## src/design/jsds_pkg.sv

```systemverilog
// shared types and constants for the jpeg frame header dimension scanner
`default_nettype none

package jsds_pkg;

    // byte counter width, 8 to 64
    localparam int SIZE_BITS   = 32;
    localparam int FILE_SIZE_W = 32;
    localparam int DIM_W       = 16;
    localparam int OFFSET_W    = 3;

    // marker byte values
    localparam logic [7:0] BYTE_FF  = 8'hFF;
    localparam logic [7:0] BYTE_SOI = 8'hD8;
    localparam logic [7:0] BYTE_SOF = 8'hC0;

    // byte offsets counted after the C0 byte (offsets 5..8 from the FF)
    localparam logic [OFFSET_W-1:0] OFF_HEIGHT_HI = 3'd4;
    localparam logic [OFFSET_W-1:0] OFF_HEIGHT_LO = 3'd5;
    localparam logic [OFFSET_W-1:0] OFF_WIDTH_HI  = 3'd6;
    localparam logic [OFFSET_W-1:0] OFF_WIDTH_LO  = 3'd7;
    localparam logic [OFFSET_W-1:0] OFF_DONE      = 3'd7;

    // magic byte positions
    localparam logic [SIZE_BITS-1:0] POS_MAGIC0 = SIZE_BITS'(0);
    localparam logic [SIZE_BITS-1:0] POS_MAGIC1 = SIZE_BITS'(1);
    localparam logic [SIZE_BITS-1:0] POS_MAGIC2 = SIZE_BITS'(2);
    localparam logic [SIZE_BITS-1:0] MAGIC_LEN  = SIZE_BITS'(3);

    typedef struct packed {
        logic [7:0] data_byte;
        logic       last_byte;
    } jsds_in_t;

    typedef struct packed {
        logic                   is_jpeg;
        logic                   header_found;
        logic [DIM_W-1:0]       image_height;
        logic [DIM_W-1:0]       image_width;
        logic [FILE_SIZE_W-1:0] file_size;
    } jsds_out_t;

    // scanner to result register
    typedef struct packed {
        logic      load;
        jsds_out_t result;
    } jsds_res_load_t;

endpackage

`default_nettype wire

```

## src/design/jsds_in_stage.sv

```systemverilog
// input register for byte requests
`default_nettype none

module jsds_in_stage (
    input  wire logic             clk,
    input  wire logic             rst_n,
    input  wire logic             req_valid,
    output logic                  req_stall,
    input  wire jsds_pkg::jsds_in_t req_data,
    input  wire logic             advance,
    output logic                  held_valid,
    output jsds_pkg::jsds_in_t    held_data
);
    import jsds_pkg::*;

    logic     valid_reg;
    logic     valid_next;
    jsds_in_t data_reg;
    logic     load;

    assign req_stall  = valid_reg && !advance;
    assign load       = req_valid && !req_stall;
    assign valid_next = load || (valid_reg && !advance);

    always_ff @(posedge clk or negedge rst_n)
    begin
        if (!rst_n)
        begin
            valid_reg <= 1'b0;
        end
        else
        begin
            valid_reg <= valid_next;
        end
    end

    always_ff @(posedge clk)
    begin
        if (load)
        begin
            data_reg <= req_data;
        end
    end

    assign held_valid = valid_reg;
    assign held_data  = data_reg;

endmodule

`default_nettype wire

```

## src/design/jsds_scan.sv

```systemverilog
// per-file scan state: magic check, marker search, dimension capture, byte count
`default_nettype none

module jsds_scan (
    input  wire logic                 clk,
    input  wire logic                 rst_n,
    input  wire logic                 advance,
    input  wire jsds_pkg::jsds_in_t   held_data,
    output jsds_pkg::jsds_res_load_t  res_load
);
    import jsds_pkg::*;

    localparam logic [SIZE_BITS-1:0] COUNT_MAX = '1;

    logic [SIZE_BITS-1:0] count_reg, count_next;
    logic                 magic_reg, magic_next;
    logic                 prev_ff_reg, prev_ff_next;
    logic                 marker_reg, marker_next;
    logic [OFFSET_W-1:0]  offset_reg, offset_next;
    logic [DIM_W-1:0]     height_reg, height_next;
    logic [DIM_W-1:0]     width_reg, width_next;
    logic [FILE_SIZE_W-1:0] size_val;
    logic                 found;

    always_comb
    begin
        logic [7:0] b;
        b = held_data.data_byte;

        magic_next = magic_reg;
        if (count_reg == POS_MAGIC0 && b != BYTE_FF)
        begin
            magic_next = 1'b0;
        end
        if (count_reg == POS_MAGIC1 && b != BYTE_SOI)
        begin
            magic_next = 1'b0;
        end
        if (count_reg == POS_MAGIC2 && b != BYTE_FF)
        begin
            magic_next = 1'b0;
        end

        count_next = (count_reg != COUNT_MAX) ? count_reg + 1'b1 : count_reg;

        marker_next = marker_reg;
        offset_next = offset_reg;
        height_next = height_reg;
        width_next  = width_reg;
        if (marker_reg)
        begin
            if (offset_reg < OFF_DONE)
            begin
                offset_next = offset_reg + 1'b1;
                case (offset_next)
                    OFF_HEIGHT_HI: height_next[15:8] = b;
                    OFF_HEIGHT_LO: height_next[7:0]  = b;
                    OFF_WIDTH_HI:  width_next[15:8]  = b;
                    OFF_WIDTH_LO:  width_next[7:0]   = b;
                    default:       ;
                endcase
            end
        end
        else if (prev_ff_reg && b == BYTE_SOF)
        begin
            marker_next = 1'b1;
            offset_next = '0;
        end

        prev_ff_next = (b == BYTE_FF);
    end

    // clamp the count to the result field
    generate
        if (SIZE_BITS > FILE_SIZE_W)
        begin : g_size_sat
            assign size_val = (|count_next[SIZE_BITS-1:FILE_SIZE_W]) ? '1
                                                                   : count_next[FILE_SIZE_W-1:0];
        end
        else
        begin : g_size_ext
            assign size_val = FILE_SIZE_W'(count_next);
        end
    endgenerate

    assign found = marker_next && (offset_next == OFF_DONE);

    assign res_load.load                = advance && held_data.last_byte;
    assign res_load.result.is_jpeg      = magic_next && (count_next >= MAGIC_LEN);
    assign res_load.result.header_found = found;
    assign res_load.result.image_height = found ? height_next : '0;
    assign res_load.result.image_width  = found ? width_next : '0;
    assign res_load.result.file_size    = size_val;

    // control state; back to reset values after the last byte of a file
    always_ff @(posedge clk or negedge rst_n)
    begin
        if (!rst_n)
        begin
            count_reg   <= '0;
            magic_reg   <= 1'b1;
            prev_ff_reg <= 1'b0;
            marker_reg  <= 1'b0;
            offset_reg  <= '0;
        end
        else if (advance)
        begin
            if (held_data.last_byte)
            begin
                count_reg   <= '0;
                magic_reg   <= 1'b1;
                prev_ff_reg <= 1'b0;
                marker_reg  <= 1'b0;
                offset_reg  <= '0;
            end
            else
            begin
                count_reg   <= count_next;
                magic_reg   <= magic_next;
                prev_ff_reg <= prev_ff_next;
                marker_reg  <= marker_next;
                offset_reg  <= offset_next;
            end
        end
    end

    // dimensions are only reported once all four bytes are rewritten
    always_ff @(posedge clk)
    begin
        if (advance)
        begin
            height_reg <= height_next;
            width_reg  <= width_next;
        end
    end

endmodule

`default_nettype wire

```

## src/design/jsds_out_reg.sv

```systemverilog
// result register toward the consumer
`default_nettype none

module jsds_out_reg (
    input  wire logic                    clk,
    input  wire logic                    rst_n,
    input  wire jsds_pkg::jsds_res_load_t res_load,
    output logic                         free,
    output logic                         res_valid,
    input  wire logic                    res_stall,
    output jsds_pkg::jsds_out_t          res_data
);
    import jsds_pkg::*;

    logic      valid_reg;
    logic      valid_next;
    jsds_out_t data_reg;

    assign free       = !valid_reg || !res_stall;
    assign valid_next = res_load.load || (valid_reg && res_stall);

    always_ff @(posedge clk or negedge rst_n)
    begin
        if (!rst_n)
        begin
            valid_reg <= 1'b0;
        end
        else
        begin
            valid_reg <= valid_next;
        end
    end

    always_ff @(posedge clk)
    begin
        if (res_load.load)
        begin
            data_reg <= res_load.result;
        end
    end

    assign res_valid = valid_reg;
    assign res_data  = data_reg;

endmodule

`default_nettype wire

```

## src/design/jpeg_sof_dimension_scan_core.sv

```systemverilog
// top level: jpeg frame header dimension scanner over a byte stream
// a byte request is first registered in the input register and then scanned; a last byte's
//   result is then registered in the result register, where res_valid shows it
// throughput: one byte per cycle; the input register holds only while a last byte
//   waits for the result register, which frees when the consumer takes the result
// reset: asynchronous, active low; clears the scan state and both valid flags
`default_nettype none

module jpeg_sof_dimension_scan_core (
    input  wire logic                clk,
    input  wire logic                rst_n,
    // byte requests
    input  wire logic                req_valid,
    output logic                     req_stall,
    input  wire jsds_pkg::jsds_in_t  req_data,
    // per-file results
    output logic                     res_valid,
    input  wire logic                res_stall,
    output jsds_pkg::jsds_out_t      res_data
);
    import jsds_pkg::*;

    logic           held_valid;
    jsds_in_t       held_data;
    logic           advance;
    logic           out_free;
    jsds_res_load_t res_load;

    // a held byte moves on unless it closes a file and the result slot is busy
    assign advance = held_valid && (!held_data.last_byte || out_free);

    // input register: parts the producer from the scan logic
    jsds_in_stage u_in_stage (
        .clk        (clk),
        .rst_n      (rst_n),
        .req_valid  (req_valid),
        .req_stall  (req_stall),
        .req_data   (req_data),
        .advance    (advance),
        .held_valid (held_valid),
        .held_data  (held_data)
    );

    // scan state and result formation, one byte per cycle unless a last byte waits for the result slot
    jsds_scan u_scan (
        .clk       (clk),
        .rst_n     (rst_n),
        .advance   (advance),
        .held_data (held_data),
        .res_load  (res_load)
    );

    // result register: keeps a finished result while new bytes flow in
    jsds_out_reg u_out_reg (
        .clk       (clk),
        .rst_n     (rst_n),
        .res_load  (res_load),
        .free      (out_free),
        .res_valid (res_valid),
        .res_stall (res_stall),
        .res_data  (res_data)
    );

    // dimensions are zero whenever no complete frame header was seen
    a_dims_zero: assert property (@(posedge clk) disable iff (!rst_n)
        res_valid && !res_data.header_found |->
            res_data.image_height == '0 && res_data.image_width == '0)
        else $error("dimensions reported without a frame header");

    // a file marked jpeg has at least the three magic bytes
    a_jpeg_size: assert property (@(posedge clk) disable iff (!rst_n)
        res_valid && res_data.is_jpeg |-> res_data.file_size >= FILE_SIZE_W'(3))
        else $error("jpeg flag on a file shorter than the magic");

    // a scanned last byte always lands in the result register
    a_last_lands: assert property (@(posedge clk) disable iff (!rst_n)
        advance && held_data.last_byte |=> res_valid)
        else $error("last byte scanned but no result");

    // the input side holds only when a last byte is blocked on the result slot
    a_stall_cause: assert property (@(posedge clk) disable iff (!rst_n)
        req_stall |-> held_valid && held_data.last_byte && res_valid && res_stall)
        else $error("input stalled without a blocked result");

endmodule

`default_nettype wire

```

## config.mk

```make
export PLATFORM = sky130hd
export DESIGN_NAME = jpeg_sof_dimension_scan_core
export DESIGN_NICKNAME = d
export VERILOG_FILES = /design/src/design/jsds_pkg.sv /design/src/design/jsds_in_stage.sv /design/src/design/jsds_scan.sv /design/src/design/jsds_out_reg.sv /design/src/design/jpeg_sof_dimension_scan_core.sv
export SDC_FILE = /design/constraint.sdc
export NUM_CORES = 1
export LEC_CHECK = 0
export ABC_CLOCK_PERIOD_IN_PS = 5900
export BUFFER_PORTS_ARGS = -buffer_cell sky130_fd_sc_hd__buf_2
export CAP_MARGIN = 15
export CORE_MARGIN = 2
export CORE_UTILIZATION = 40
export CTS_CLUSTER_DIAMETER = 30
export CTS_CLUSTER_SIZE = 24
export DETAILED_ROUTE_END_ITERATION = 7
export MAX_ROUTING_LAYER = met4
export SLEW_MARGIN = 20
export SYNTH_ARGS = -nofsm -noshare
export SYNTH_HDL_FRONTEND = slang
export SYNTH_SLANG_ARGS = --single-unit
```

## constraint.sdc

```tcl
create_clock -name clk -period 5.9 [get_ports clk]
set_clock_uncertainty 0.15 [all_clocks]
set_input_delay 0.59 -clock clk [delete_from_list [all_inputs] [get_ports clk]]
set_output_delay 0.59 -clock clk [all_outputs]
set_load 0.01 [all_outputs]
```

==> flow_results.org <==
** Outcome
- Outcome :: finished, final reports clean

** Timing
- Worst max-slew margin expressed relative to the limit :: 38.3%
- The number of failing hold endpoints at the final stage is 0.
- At the pin with the least slew margin, the transition time is 923 ps.
- Setup violations remaining at the end of the flow were counted as 0.
- Min cycle time layout :: 4100 ps
- The number of pins exceeding their max-slew limit in the final report came to 0.
- The worst path meets setup with 1800 ps of slack.
- RSZ-0062 raised after global routing :: false
- Total Negative Setup Slacks :: 0 ps
- Maximum achievable frequency :: 244 MHz
- Final Cycle Share :: 69.5%

** Clock tree
- Maximum clock insertion buffer count :: 2
- Buffers added to address setup during post-CTS repair amount to 0.
- Buffers inserted to repair hold after CTS numbered 0.
- Gates resized during post-CTS repair numbered 0.
- For the worst-skew pair, the clock arrives at the later sink with an insertion delay of 430 ps.
- Buffers inserted during clock tree synthesis total 17.
- Clock-pin slew was measured on the worst setup and hold paths at 60 ps.
- H-tree depth :: 4
- TritonCTS built the clock tree.
- The root buffer cell chosen for the clock tree is sky130_fd_sc_hd__clkbuf_16.
- CTS sink cnt :: 147

** Logic synthesis
- Sequential element share of the synthesized area :: 61.5%
- Most used standard cells in the synthesized netlist :: sky130_fd_sc_hd__edfxtp_1 (107), sky130_fd_sc_hd__nand2_1 (57), sky130_fd_sc_hd__dfrtp_1 (39)
- Synth Area per Inst :: 12.3 µm²
- Yosys Warn Count :: 0
- Counting every net in the synthesized netlist gives 581.
- sky130_fd_sc_hd__edfxtp_1 takes more of the synthesized area than any other cell.
- Yosys instantiated no cell more often than sky130_fd_sc_hd__edfxtp_1.
- In the synthesized netlist the async set-or-reset flop fraction comes to 27.2%.
- The netlist uses 52 different library cells.
- Number of flops mapped to enable cells by yosys :: 107
- After synthesis the netlist holds a flip-flop and latch count of 147.
- Post-synth design cell area :: 6860 µm²
- Of the post-synthesis cell area, the dominant cell type holds 46.8%.
- Number of instances in the synthesized netlist :: 559
- Ranking of synthesized cells by area :: sky130_fd_sc_hd__edfxtp_1 (47%), sky130_fd_sc_hd__dfrtp_1 (14%), sky130_fd_sc_hd__mux2_2 (5.4%), sky130_fd_sc_hd__nand2_1 (3.1%), sky130_fd_sc_hd__nor2b_1 (2.9%)
- Among all flip-flop cells after synthesis, the most frequent one is sky130_fd_sc_hd__edfxtp_1.

** Global routing
- Met1 global-route usage :: 28.3%
- Met2 track demand over resource :: 28.0%
- Wire length of the first global-routing pass :: 26,400 µm
- GRT Total Usage :: 19.9%
- After global routing the overflow that remains totals 0.
- In the global route stage, met3 resource usage came out at 4.20%.
- Antenna violations before repair :: 0
- Entering global routing, the biggest net connects 41 pins.
- The number of global-route vias before repair was 4,660.
- The layer flagged by global routing as most heavily used is met1.

** Detailed routing
- The first detailed-routing pass ran for 7 iterations.
- Antenna violation net count after detailed routing :: 0
- Drt initial violations :: 390
- After detailed routing, the number of remaining DRC violations is 0.
- The detailed router placed 4,774 vias in this run.
- Average routed wire per standard cell :: 19.3 µm
- Detailed-route vias per instance :: 5.54
- The routed design has 16,700 µm of wire.

** Setup path
- Counting both buffers and inverters, the worst setup path holds a total of 0.
- At the worst endpoint, the arrival time is 4120 ps.
- Critical path's slowest cell :: sky130_fd_sc_hd__or4b_2
- The worst setup path is launched from a flip-flop.
- On the critical path the largest part of the delay comes from simple AND/OR/NAND/NOR gates.
- Element type at the critical path end :: flip-flop
- STA puts the critical path data required time at 5930 ps.
- The largest single stage delay on the critical path is 780 ps.
- The critical path goes through ha_1 -> and3_1 -> nand3_1 -> or4b_2 -> xnor2_1 -> nand4b_1 -> or4_1 -> o41a_1.
- Critical path class :: reg -> reg
- In this run the worst path has a maximum fanout of 8.

** Run
- Max-cap violations in this run came to 0.

** Placed design
- Timing analysis after detailed placement gives a worst setup slack of 1830 ps.
- Routability-driven placement finished with a final weighted congestion of 0.919.
- Total half-perimeter wirelength after legalization and detailed placement :: 11,300 µm
- Port buffering added 80 buffers.

** Floorplan
- Die Span X :: 135 µm
- Total die area :: 18,200 µm²
- In this run the count of I/O pins placed on the die edge is 81.
- After floorplanning, the core was divided into 47 placement rows.
- Vertical extent of the die :: 135 µm
- Effective utilization at floorplan :: 41.1%
- The total area inside the core boundary comes to 16,700 µm².

** Cells and area
- Fin nets :: 651
- Layout overhead on the synthesized area :: 16.9%
- The register with the most flip-flops in the layout has 66 of them.
- Fraction of layout cells with a size suffix above 1 :: 24.8%
- Filler instances :: 1,546
- 0 antenna diodes ended up in the layout.

** Power
- VDD sags by at most 0.202 mV.
- Pwr/cell area :: 309 nW/µm²
- In this run the static leakage power is 3.18 nW.

** Worst hold path
- The worst hold path belongs to the class in -> async.
==> power breakdown <==
group | switching (W) | total, W | internal (W)
clock | 0.000443 | 0.00111 | 0.000671
sequential | 0.0000298 | 0.00120 | 0.00117
combinational | 0.000101 | 0.000163 | 0.0000624
total | 0.000573 | 0.00248 | 0.00190
==> layer usage <==
metal,part of all wire [%],up-vias
met4,2.5,0
met5,0,-
met2,44,154
met1,49,2392
li1,-,2195
met3,4.7,33
==> per-stage QoR <==
stage                     std cells  power, W  hold WS (ps)  util [%]  area [µm²]
final                           862   0.00248          5.29      48.0        8020
after global routing            862   0.00257          44.4      48.0        8020
after CTS                       862   0.00250           168      48.0        8020
after detailed placement        830   0.00138           328      44.4        7410
after global placement          830   0.00138           315      44.4        7410
after floorplan                 559   0.00131           144         -        6860
==> kinds of logic (layout without fill, tap and decap cells) <==
logic type / Yosys count / in the layout / share of synthesized area [%]
DFF: 147 / 147 / 61.5
adders and majority gates: 9 / 9 / 1.64
xor gates and xnor gates: 28 / 28 / 3.58
buffers and inverters: 55 / 138 / 3.65
and+or+nand+nor: 197 / 197 / 15.5
muxes: 34 / 34 / 5.56
AOI/OAI and AO/OA: 89 / 89 / 8.59
==> placed cells by master (no fill, tap or decap), types with 2 or more instances in the layout <==
cell                        instances
sky130_fd_sc_hd__a22o_1             6
sky130_fd_sc_hd__mux2_2            33
sky130_fd_sc_hd__a21oi_1           14
sky130_fd_sc_hd__and3_1             6
sky130_fd_sc_hd__xnor2_1           22
sky130_fd_sc_hd__nor3_1             6
sky130_fd_sc_hd__clkinv_2           2
sky130_fd_sc_hd__and4_1             5
sky130_fd_sc_hd__ha_1               9
sky130_fd_sc_hd__edfxtp_1         107
sky130_fd_sc_hd__nor2b_1           32
sky130_fd_sc_hd__dfrtp_1           39
sky130_fd_sc_hd__nand2_1           56
sky130_fd_sc_hd__nand3_1           24
sky130_fd_sc_hd__nor4_1            14
sky130_fd_sc_hd__buf_2             79
sky130_fd_sc_hd__inv_6              5
sky130_fd_sc_hd__and4_4             2
sky130_fd_sc_hd__a31oi_1            4
sky130_fd_sc_hd__nor2_1            14
sky130_fd_sc_hd__o21a_1             3
sky130_fd_sc_hd__xor2_1             6
sky130_fd_sc_hd__or2_2              2
sky130_fd_sc_hd__buf_4              6
sky130_fd_sc_hd__o21ai_0           35
sky130_fd_sc_hd__o2111ai_1          2
sky130_fd_sc_hd__clkbuf_16         17
sky130_fd_sc_hd__or3_1              3
sky130_fd_sc_hd__inv_1             21
sky130_fd_sc_hd__and2_1             5
sky130_fd_sc_hd__o31ai_1            9
sky130_fd_sc_hd__o211ai_1           3
sky130_fd_sc_hd__nand4_1           16
sky130_fd_sc_hd__a211oi_1           2
sky130_fd_sc_hd__nand2b_1           4
sky130_fd_sc_hd__or4_1              2
sky130_fd_sc_hd__bufinv_16          3
sky130_fd_sc_hd__a21o_1             2
==> area by class of cell <==
class | count | area, µm² | area share, %
Sequential cell | 147 | 4220 | 52.6
Multi-Input combinational cell | 357 | 2400 | 30.0
Timing Repair Buffer | 85 | 440 | 5.49
Clock buffer | 18 | 429 | 5.35
Tap cell | 220 | 275 | 3.43
Clock inverter | 14 | 175 | 2.18
Inverter | 21 | 78.8 | 0.983
==> worst register-to-register path: stages, from the launching register on <==
cell,delay [ps]
sky130_fd_sc_hd__dfrtp_1,500
sky130_fd_sc_hd__ha_1,320
sky130_fd_sc_hd__and3_1,440
sky130_fd_sc_hd__nand3_1,320
sky130_fd_sc_hd__or4b_2,780
sky130_fd_sc_hd__xnor2_1,170
sky130_fd_sc_hd__nand4b_1,170
sky130_fd_sc_hd__or4_1,560
sky130_fd_sc_hd__o41a_1,430
==> worst paths after layout <==
| path | from | slack [ps] | cells past startpoint | end |
|---|---|---|---|---|
| max | u_scan.count_reg[0] | 1800 | 8 | u_out_reg.res_data[65] |
| min | rst_n | 5 | 1 | u_scan.count_reg[20] |
| max reg2reg | u_scan.count_reg[0] | 1800 | 8 | u_out_reg.res_data[65] |
| min reg2reg | u_scan.prev_ff_reg | 340 | 2 | u_scan.prev_ff_reg |
| max in group asynchronous | rst_n | 5210 | 1 | u_scan.count_reg[8] |
| min in group clk | req_data[1] | 180 | 1 | u_in_stage.held_data[1] |
Note: power is estimated with default switching activity, not from simulation.
